File: src/hdl/bud_pkg.sv
// ----------------------------------------------------------------------------
// bud_pkg
// types and character constants shared by the escaped-text decoder
// ----------------------------------------------------------------------------
`timescale 1ns / 1ps

package bud_pkg;

  // character codes
  localparam logic [7:0] BACKSLASH  = 8'h5C;
  localparam logic [7:0] CHAR_ZERO  = 8'h30;
  localparam logic [7:0] CHAR_THREE = 8'h33;
  localparam logic [7:0] CHAR_SEVEN = 8'h37;

  // results one item can cause, and result queue depth
  localparam int MAX_RES     = 3;
  localparam int QUEUE_DEPTH = 4;

  // escape tracking state
  typedef enum logic [3:0] {
    PH_PLAIN = 4'b0001,
    PH_ESC   = 4'b0010,
    PH_D1    = 4'b0100,
    PH_D2    = 4'b1000
  } phase_t;

  // one result item
  typedef struct packed {
    logic [7:0] data;
    logic       byte_valid;
    logic       bad;
    logic       eot;
    logic       lor;
  } res_t;

  // decoder state
  typedef struct packed {
    phase_t     phase;
    logic [1:0] d1;
    logic [2:0] d2;
  } st_t;

  // decoder outcome for one item
  typedef struct packed {
    logic [1:0]         cnt;
    res_t [MAX_RES-1:0] ent;
    st_t                nxt;
  } dec_t;

endpackage

File: src/hdl/bud_decode.sv
// ----------------------------------------------------------------------------
// bud_decode
// decodes one character against the escape state into up to three results
// ----------------------------------------------------------------------------
`timescale 1ns / 1ps

module bud_decode (
  input  logic [7:0]    ch,
  input  logic          last,
  input  bud_pkg::st_t  st,
  output bud_pkg::dec_t dec
);

  logic                        is_bs;
  logic                        is_oct;
  logic                        is_first;
  bud_pkg::phase_t             ph;
  logic [1:0]                  n;
  logic                        bad;
  logic [1:0]                  d1n;
  logic [2:0]                  d2n;
  bud_pkg::res_t [bud_pkg::MAX_RES-1:0] ent;

  function automatic bud_pkg::res_t mk(input logic [7:0] b, input logic v);
    bud_pkg::res_t r;
    r            = '0;
    r.data       = b;
    r.byte_valid = v;
    return r;
  endfunction

  // character classes
  assign is_bs    = (ch == bud_pkg::BACKSLASH);
  assign is_oct   = ch inside {[bud_pkg::CHAR_ZERO:bud_pkg::CHAR_SEVEN]};
  assign is_first = ch inside {[bud_pkg::CHAR_ZERO:bud_pkg::CHAR_THREE]};

  // result list and next state
  always_comb begin
    ph  = st.phase;
    n   = 2'd0;
    bad = 1'b0;
    d1n = st.d1;
    d2n = st.d2;
    ent = '0;

    case (st.phase)
      bud_pkg::PH_PLAIN: begin
        if (is_bs) begin
          ph = bud_pkg::PH_ESC;
        end else begin
          ent[n] = mk(ch, 1'b1);
          n      = n + 2'd1;
        end
      end
      bud_pkg::PH_ESC: begin
        if (is_bs) begin
          ent[n] = mk(bud_pkg::BACKSLASH, 1'b1);
          n      = n + 2'd1;
          ph     = bud_pkg::PH_PLAIN;
        end else if (is_first) begin
          d1n = ch[1:0];
          ph  = bud_pkg::PH_D1;
        end else begin
          bad    = 1'b1;
          ent[n] = mk(ch, 1'b1);
          n      = n + 2'd1;
          ph     = bud_pkg::PH_PLAIN;
        end
      end
      bud_pkg::PH_D1: begin
        if (is_oct) begin
          d2n = ch[2:0];
          ph  = bud_pkg::PH_D2;
        end else begin
          bad    = 1'b1;
          ent[n] = mk(bud_pkg::CHAR_ZERO + {6'd0, st.d1}, 1'b1);
          n      = n + 2'd1;
          if (is_bs) begin
            ph = bud_pkg::PH_ESC;
          end else begin
            ent[n] = mk(ch, 1'b1);
            n      = n + 2'd1;
            ph     = bud_pkg::PH_PLAIN;
          end
        end
      end
      bud_pkg::PH_D2: begin
        if (is_oct) begin
          ent[n] = mk({st.d1, st.d2, ch[2:0]}, 1'b1);
          n      = n + 2'd1;
          ph     = bud_pkg::PH_PLAIN;
        end else begin
          bad    = 1'b1;
          ent[n] = mk(bud_pkg::CHAR_ZERO + {6'd0, st.d1}, 1'b1);
          n      = n + 2'd1;
          ent[n] = mk(bud_pkg::CHAR_ZERO + {5'd0, st.d2}, 1'b1);
          n      = n + 2'd1;
          if (is_bs) begin
            ph = bud_pkg::PH_ESC;
          end else begin
            ent[n] = mk(ch, 1'b1);
            n      = n + 2'd1;
            ph     = bud_pkg::PH_PLAIN;
          end
        end
      end
      default: begin
        ph = bud_pkg::PH_PLAIN;
      end
    endcase

    // end of text: flush held digits, drop a lone backslash
    if (last) begin
      if (ph != bud_pkg::PH_PLAIN) begin
        bad = 1'b1;
      end
      if (ph == bud_pkg::PH_D1 || ph == bud_pkg::PH_D2) begin
        ent[n] = mk(bud_pkg::CHAR_ZERO + {6'd0, d1n}, 1'b1);
        n      = n + 2'd1;
      end
      if (ph == bud_pkg::PH_D2) begin
        ent[n] = mk(bud_pkg::CHAR_ZERO + {5'd0, d2n}, 1'b1);
        n      = n + 2'd1;
      end
      ph = bud_pkg::PH_PLAIN;
      if (n == 2'd0) begin
        ent[n] = mk(8'h00, 1'b0);
        n      = n + 2'd1;
      end
      ent[n - 2'd1].eot = 1'b1;
    end

    // flags: bad-escape for the whole run, last-of-run on its final result
    for (int k = 0; k < bud_pkg::MAX_RES; k++) begin
      ent[k].bad = bad;
    end
    if (n != 2'd0) begin
      ent[n - 2'd1].lor = 1'b1;
    end
  end

  assign dec.cnt       = n;
  assign dec.ent       = ent;
  assign dec.nxt.phase = ph;
  assign dec.nxt.d1    = d1n;
  assign dec.nxt.d2    = d2n;

endmodule

File: src/hdl/bytea_unescape_decoder.sv
// ----------------------------------------------------------------------------
// bytea_unescape_decoder
// turns backslash-escaped text into raw bytes, one character per item
// ----------------------------------------------------------------------------
// Input channel in_valid/in_ready carries one character (in_char) and a flag
// marking the final character of a text (in_last_char). Output channel
// out_valid/out_ready carries one decoded byte per item with its flags:
// byte_valid (low only on a bare end marker), bad_escape, end_of_text and
// last_of_run (last result caused by one input item).
// One character causes zero to three results. An accepted character is
// registered in the input stage and decoded combinationally; when that stage
// advances, its results are written into a four-entry result queue, whose
// head is offered on the output channel.
// Throughput: one character per cycle while results average one per input;
// a character that yields two or three results lets the queue absorb the
// burst, and the input stage holds while the queue has more than one entry.
// When the receiver stalls the queue fills and in_ready drops; nothing is
// lost. Synchronous active-low reset empties the pipeline and queue and
// returns the decoder to plain-text state.
// ----------------------------------------------------------------------------
`timescale 1ns / 1ps

module bytea_unescape_decoder (
  input  logic       clk,
  input  logic       rst_n,
  input  logic       in_valid,
  output logic       in_ready,
  input  logic [7:0] in_char,
  input  logic       in_last_char,
  output logic       out_valid,
  input  logic       out_ready,
  output logic [7:0] out_byte,
  output logic       out_byte_valid,
  output logic       out_bad_escape,
  output logic       out_end_of_text,
  output logic       out_last_of_run
);

  logic                                    a_valid_r;
  logic [7:0]                              a_char_r;
  logic                                    a_last_r;
  logic                                    a_fire;
  bud_pkg::st_t                            st_r;
  bud_pkg::dec_t                           dec;
  bud_pkg::res_t [bud_pkg::QUEUE_DEPTH-1:0] q_r;
  bud_pkg::res_t [bud_pkg::QUEUE_DEPTH-1:0] q_nxt;
  logic [2:0]                              q_cnt_r;
  logic [2:0]                              q_cnt_nxt;
  logic [2:0]                              base;
  logic [2:0]                              idx;
  logic                                    pop;

  // input stage advances when the queue can take a full run
  assign a_fire   = a_valid_r && (q_cnt_r <= 3'd1);
  assign in_ready = !a_valid_r || a_fire;
  assign pop      = out_valid && out_ready;

  // character decode
  bud_decode u_dec (
    .ch   (a_char_r),
    .last (a_last_r),
    .st   (st_r),
    .dec  (dec)
  );

  // result queue: shift out at the head, append the new run behind
  always_comb begin
    base = q_cnt_r - {2'd0, pop};
    idx  = base;
    for (int i = 0; i < bud_pkg::QUEUE_DEPTH; i++) begin
      if (pop && i < bud_pkg::QUEUE_DEPTH - 1) begin
        q_nxt[i] = q_r[i + 1];
      end else begin
        q_nxt[i] = q_r[i];
      end
    end
    for (int k = 0; k < bud_pkg::MAX_RES; k++) begin
      idx = base + 3'(k);
      if (a_fire && 2'(k) < dec.cnt) begin
        q_nxt[idx[1:0]] = dec.ent[k];
      end
    end
    q_cnt_nxt = base + (a_fire ? {1'b0, dec.cnt} : 3'd0);
  end

  // control registers
  always_ff @(posedge clk) begin
    if (!rst_n) begin
      a_valid_r <= 1'b0;
      q_cnt_r   <= 3'd0;
      st_r      <= '{phase: bud_pkg::PH_PLAIN, d1: 2'd0, d2: 3'd0};
    end else begin
      if (in_ready) begin
        a_valid_r <= in_valid;
      end
      q_cnt_r <= q_cnt_nxt;
      if (a_fire) begin
        st_r <= dec.nxt;
      end
    end
  end

  // payload registers
  always_ff @(posedge clk) begin
    if (in_ready && in_valid) begin
      a_char_r <= in_char;
      a_last_r <= in_last_char;
    end
    q_r <= q_nxt;
  end

  // head of queue drives the output
  assign out_valid       = (q_cnt_r != 3'd0);
  assign out_byte        = q_r[0].data;
  assign out_byte_valid  = q_r[0].byte_valid;
  assign out_bad_escape  = q_r[0].bad;
  assign out_end_of_text = q_r[0].eot;
  assign out_last_of_run = q_r[0].lor;

endmodule

File: config.mk
export PLATFORM = sky130hd
export DESIGN_NAME = bytea_unescape_decoder
export DESIGN_NICKNAME = d
export VERILOG_FILES = /design/src/hdl/bud_pkg.sv /design/src/hdl/bud_decode.sv /design/src/hdl/bytea_unescape_decoder.sv
export SDC_FILE = /design/constraint.sdc
export NUM_CORES = 1
export LEC_CHECK = 0
export BUFFER_PORTS_ARGS = -buffer_cell sky130_fd_sc_hd__buf_2
export CORE_UTILIZATION = 50
export CTS_CLUSTER_DIAMETER = 150
export DETAILED_ROUTE_END_ITERATION = 10
export PLACE_DENSITY_LB_ADDON = 0.2
export SLEW_MARGIN = 20
export SYNTH_ARGS = -nofsm -noshare
export SYNTH_HDL_FRONTEND = slang
export SYNTH_SLANG_ARGS = --single-unit
File: constraint.sdc
create_clock -name clk -period 6.2 [get_ports clk]
set_input_delay 1.55 -clock clk [delete_from_list [all_inputs] [get_ports clk]]
set_output_delay 1.55 -clock clk [all_outputs]
set_load 0.05 [all_outputs]
# Word level (Yosys, flattened, before mapping)
# Index checks and enable logic that the tools add are counted.
# classes
addsub	13
bitwise_logic	2
order_cmp	23
n_eq_ne	8
n_mux	81
n_reduce_logical	23
# ops
cell	count
$mux W36	8
$demux W12 S2	8
$mux W12	14
$bwmux W36	4
$bwmux W48	3
$mux W48	3
$mux W24	2
$pmux W12 S4	1
$and A36 B36 Y36	1
$not A36 Y36	1
$mux W2	17
$lt A2 B3 Y1 const B	8
$pmux W12 S2	1
$mux W4	5
$ge A2 B1 Y1 const B	8
$le A8 B6 Y1 const B	2
$logic_and A1 B1 Y1	16
$pmux W4 S4	1
$add A6 B2 Y7 const A	2
$add A6 B3 Y7 const A	2
$mux W1	9
$mux W3	3
$add A2 B1 Y2 const B	4
$eq A4 B3 Y1 const B	2
21 further kinds	25
# word_totals
input_bits	13
wordCells	177
register_bits	70

# Logic depth before layout (Yosys ltp)
# logic_depth
ltp_word	30
mapped_depth	22
mapped_depth_nobuf	21

# Hierarchy
# Synthesis repeated with hierarchy kept, for this count alone.
# hier_totals
cells_unflattened	704
area_unflattened_um2	5292.6
# modules_own_cells
mod	instances	area_each_um2	cells_per_inst	seq_area_each_um2
bytea_unescape_decoder	1	3817.4	481	1491.4
bud_decode	1	1475.2	223	0.0

# Least setup slack after synthesis
# OpenSTA, ideal clock, no wires.
# synth_timing
kind	register -> register
startpoint	reg a_char_r[3]
endpoint	reg q_cnt_r[2]
setup_slack_ns	1.509
t_arrival_ns	4.576
stages_incl_launch_ff	22
cell_sequence	edfxtp_1 -> nand4bb_1 -> buf_2 -> o31a_1 -> a211oi_4 -> ha_1 -> nand3_1 -> o22ai_1 -> inv_1 -> ha_1 -> a31oi_1 -> and2_4 -> ha_1 -> and2_1 -> clkbuf_1 -> a221oi_1 -> o211a_1 -> inv_2 -> fa_1 -> xor2_1 -> xnor2_1 -> and2_1
# synth_via
elab_chain_len	18
word_cells_on_any_way	37
classes_between	add/sub (4); order compare (3); eq/ne (3); mux (23); reduce/logical (4)
# synth_lines
item	line_no	rtl
start, declared	bytea_unescape_decoder.sv:40	logic [7:0] a_char_r;
start signal, assigned	bytea_unescape_decoder.sv:106	a_char_r <= in_char;
$ge A8 B6 Y1 or $le A8 B6 Y1 (tied branches)	bud_decode.sv:34, bud_decode.sv:35	
$logic_and A1 B1 Y1	bud_decode.sv:35	assign is_first = ch inside {[bud_pkg::CHAR_ZERO:bud_pkg::CHAR_THREE]};
$mux W3	bud_decode.sv:60	end else if (is_first) begin
$mux W4	bud_decode.sv:56	if (is_bs) begin
$pmux W4 S4	bud_decode.sv:46	case (st.phase)
$eq A4 B3 Y1 or $eq A4 B4 Y1 (tied branches)	bud_decode.sv:117, bud_decode.sv:121	
$logic_or A1 B1 Y1	bud_decode.sv:117	if (ph == bud_pkg::PH_D1 || ph == bud_pkg::PH_D2) begin
$mux W2	bud_decode.sv:117	
[2 not listed]	n/a	
$mux W2	bud_decode.sv:121	if (ph == bud_pkg::PH_D2) begin
$mux W2	bud_decode.sv:113	if (last) begin
$add A2 B1 Y2 or $logic_not A2 Y1 (tied branches)	bud_decode.sv:128, bud_decode.sv:126	
$mux W2	bud_decode.sv:126	if (n == 2'd0) begin
$mux W2	bud_decode.sv:113	
$mux W2 (*)	bud_decode.sv:113	
$mux W2 (*)	bytea_unescape_decoder.sv:83	q_cnt_nxt = base + (a_fire ? {1'b0, dec.cnt} : 3'd0);
$add A3 B2 Y3 (*)	bytea_unescape_decoder.sv:83	
end signal, assigned	bytea_unescape_decoder.sv:96	q_cnt_r <= q_cnt_nxt;
end, declared	bytea_unescape_decoder.sv:47	logic [2:0] q_cnt_r;
# Every way passes the cells marked *; elsewhere a longest branch is shown, timed or not. The select of a mux whose other input is x is not followed.
# A chain may end at the register's enable or synchronous reset.

==> metrics.csv <==
stage,metric,value,unit
cells_and_area,final_nets,660,
clocking,htreeDepth,3,
synthesis,synthFlopType,dfxtp_1,
critical_path,path_buf_inv,1,
job,max-cap-violations,0,
global_route,grt-ovfl-total,0,
cells_and_area,fillers,940,
clocking,cts_hold_buf,0,
routing,avgRoutedWirePerCell,21.7,um
global_route,antenna_found_initial,0,
synthesis,yosysMostFrequentCell,nand2_1,
synthesis,synth_top_family_by_area,compound AO/OA/AOI/OAI gates,
routing,first_pass_iters,5,
routing,routed_wl,16.8,mm
critical_path,cp.arrival,6.07,ns
critical_path,worst_path_dominant_cell_family,simple AND/OR/NAND/NOR gates,
power_and_ir_drop,powerDensity,456,nW/um^2
synthesis,netlist_instances,616,
synthesis,yosysWarnings,0,
clocking,clk_latency,0.36,ns
global_route,grtUsageTotal,33.4,%
synthesis,synth_compound_area_share,24.6,%
min_path,hold_path.class,reg -> reg,
global_route,grt_max_degree,40,
sta,worst_pin_slew,0.901,ns
synthesis,synthXorXnorAreaFrac,0.511,%
synthesis,synth_top_area_share,23.8,%
sta,clock-skew-final,0.0102,ns
power_and_ir_drop,p_leak,0.00243,uW
synthesis,synth-seq-cells,70,
cells_and_area,layout-drive-gt1-share,15.2,%
floorplan,rows,36,
clocking,cts_tree,yes,
routing,drc,0,
floorplan,start_util,52.1,%
sta,finalHoldViolCount,0,
place,hpwl,12.7,mm
synthesis,syn_avg_cell_area,8.35,sq um
routing,vias,5054,
sta,fin_crit_sh,93.6,%
critical_path,critPathMaxStageDelay,0.64,ns
critical_path,crit_slowest_cell,or4b_1,
clocking,cts_buffers,9,
synthesis,synth_edf_count,9,
cells_and_area,antenna_cells,0,
floorplan,coreArea,9860,sq um
critical_path,path_cells,or4b_1 > a22oi_4 > nand2_4 > ha_1 > nand3_1 > o22ai_1 > inv_1 > ha_1 > a31oi_1 > and2_4 > ha_1 > nand2b_1 > nor3_1 > a221oi_1 > o21ai_1 > nor2_2 > nand2_1 > and3_1 > a211o_1,
sta,fin_tns_setup,0,ns
synthesis,synth_top_cells_by_count,"81 x nand2_1, 61 x dfxtp_1, 56 x mux2i_1",
sta,setup_viol,0,
sta,final-max-slew-violation-count,0,
critical_path,critPathMaxFanout,12,
routing,viasPerCell,6.55,
synthesis,syn-cell-area,5140,sq um
clocking,clk_path_buf_depth,2,
clocking,root_buffer,clkbuf_8,
clocking,clkSinkCount,70,
critical_path,end_kind,flop,
synthesis,ys_types,82,
sta,rsz0062_at_grt,no,
synthesis,synth_fa_ha_area_share,3.31,%
power_and_ir_drop,ir_drop,0.291,mV
critical_path,cp.required,6.46,ns
run_status,status,finished clean,
routing,dr.first_iter.drc_count,534,
critical_path,crit_path_start_kind,flop,
floorplan,die_x,103,um
sta,max_freq,0.172,GHz
synthesis,ys_seq_area_share,29.0,%
place,port_buffers,26,
critical_path,crit_top_cell,ha_1,
sta,hold_ws,0.469,ns
synthesis,synth_mux_area_share,12.8,%
clocking,clk_pin_slew_worst_paths,0.09,ns
sta,slew-limit-headroom,39.6,%
synthesis,syn_nets,642,
synthesis,synth-async-reset-ratio,0,%
floorplan,io_pins,27,
routing,antenna_left,0,
synthesis,yosys.area.top_type,dfxtp_1,
synthesis,ys_top_cells_by_area,"dfxtp_1 24%, mux2i_1 11%, nand2_1 5.9%",
global_route,first_global_vias,4843,
synthesis,synth_simple_gate_area_share,24.4,%
floorplan,dieArea,10700,sq um
global_route,grt_pass1_wl,26.7,mm
critical_path,worstSetupPathType,reg -> reg,
sta,period_needed,5.80,ns
floorplan,die-height,103,um
cells_and_area,areaGrowthSynthToFinish,8.57,%
place,gp_congestion,1.02,
==> routing by layer <==
metal	vias up	wire length, um	GRT usage [%]
met5	-	0	0
met4	0	486	12.9
met3	54	1690	6.32
met2	304	7310	50.9
met1	2365	7300	46.4
li1	2331	-	-
==> layout by cell type, fill, tap and decap left out, types with 10 or more instances in the layout <==
cell,netlist,routed
ha_1,12,12
buf_4,11,18
o21ai_0,24,24
nor3_1,15,15
nand2_1,81,79
a21oi_1,33,33
a211oi_1,10,10
clkbuf_8,0,10
a22oi_1,12,12
nand3_1,27,27
nor2_1,47,47
dfxtp_1,61,61
inv_1,16,16
buf_2,10,26
mux2i_1,56,56
==> report_power, final <==
part / internal (uW) / leakage [uW] / switching (uW)
sequential: 648 / 0.000596 / 109
clock: 199 / 0.000104 / 201
combinational: 533 / 0.00173 / 857
total: 1380 / 0.00243 / 1170
==> logic make-up (layout without fill, tap and decap cells) <==
family / after synthesis / after routing
AO/OA/AOI/OAI: 173 / 173
XOR/XNOR: 3 / 3
adder cells (fa/ha/maj): 13 / 13
buffers and inverters: 57 / 80
flip-flops: 70 / 70
multiplexers: 64 / 64
AND/OR/NAND/NOR: 236 / 236
==> metrics by stage <==
stage / cells / util [%] / worst slack (ns) / power (uW) / instance area (sq um)
final: 772 / 56.6 / 0.395 / 2550 / 5580
after floorplan: 616 / - / 1.51 / 1860 / 5140
after CTS: 772 / 56.6 / 0.505 / 2530 / 5580
after detailed placement: 756 / 54.5 / 0.521 / 2130 / 5380
after global placement: 756 / 54.5 / 0.656 / 2110 / 5380
after global routing: 772 / 56.6 / 0.0296 / 2710 / 5580
==> timing repair <==
action	in CTS	in global routing
resized for setup	0	1
endpoints found under the setup margin	0	1
setup buffers	0	0
==> area by class of cell <==
| cell class | count | area [sq um] | area share [%] |
|---|---|---|---|
| Tap cell | 133 | 166 | 2.98 |
| Sequential cell | 70 | 1490 | 26.7 |
| Multi-Input combinational cell | 489 | 3380 | 60.5 |
| Timing Repair Buffer | 44 | 265 | 4.75 |
| Clock inverter | 6 | 66.3 | 1.19 |
| Clock buffer | 10 | 138 | 2.47 |
| Inverter | 20 | 75.1 | 1.34 |
==> worst reg2reg max path: cells and delay by family (launching register included) <==
family,cells,cell delay (ns)
simple gates,9,2.42
fa+ha+maj,3,0.95
compound gates,6,1.63
buf+inv,1,0.11
flops,1,0.59
==> state kept, by name, summed over array words and instances, names as in the netlist <==
register         count
out_byte_valid       1
st_r                 9
out_end_of_text      1
q_cnt_r              3
out_last_of_run      1
a_last_r             1
q_r                 36
out_byte             8
out_bad_escape       1
a_valid_r            1
a_char_r             8
==> final timing paths <==
kind / start / end / slack (ns) / cells past startpoint
worst max register to register: st_r[8] / out_byte[6] / 0.40 / 19
worst max-delay path: st_r[8] / out_byte[6] / 0.40 / 19
worst min register to register: q_r[38] / q_r[38] / 0.47 / 2
worst min-delay path: q_r[38] / q_r[38] / 0.47 / 2
(Power assumes the default switching activity.)
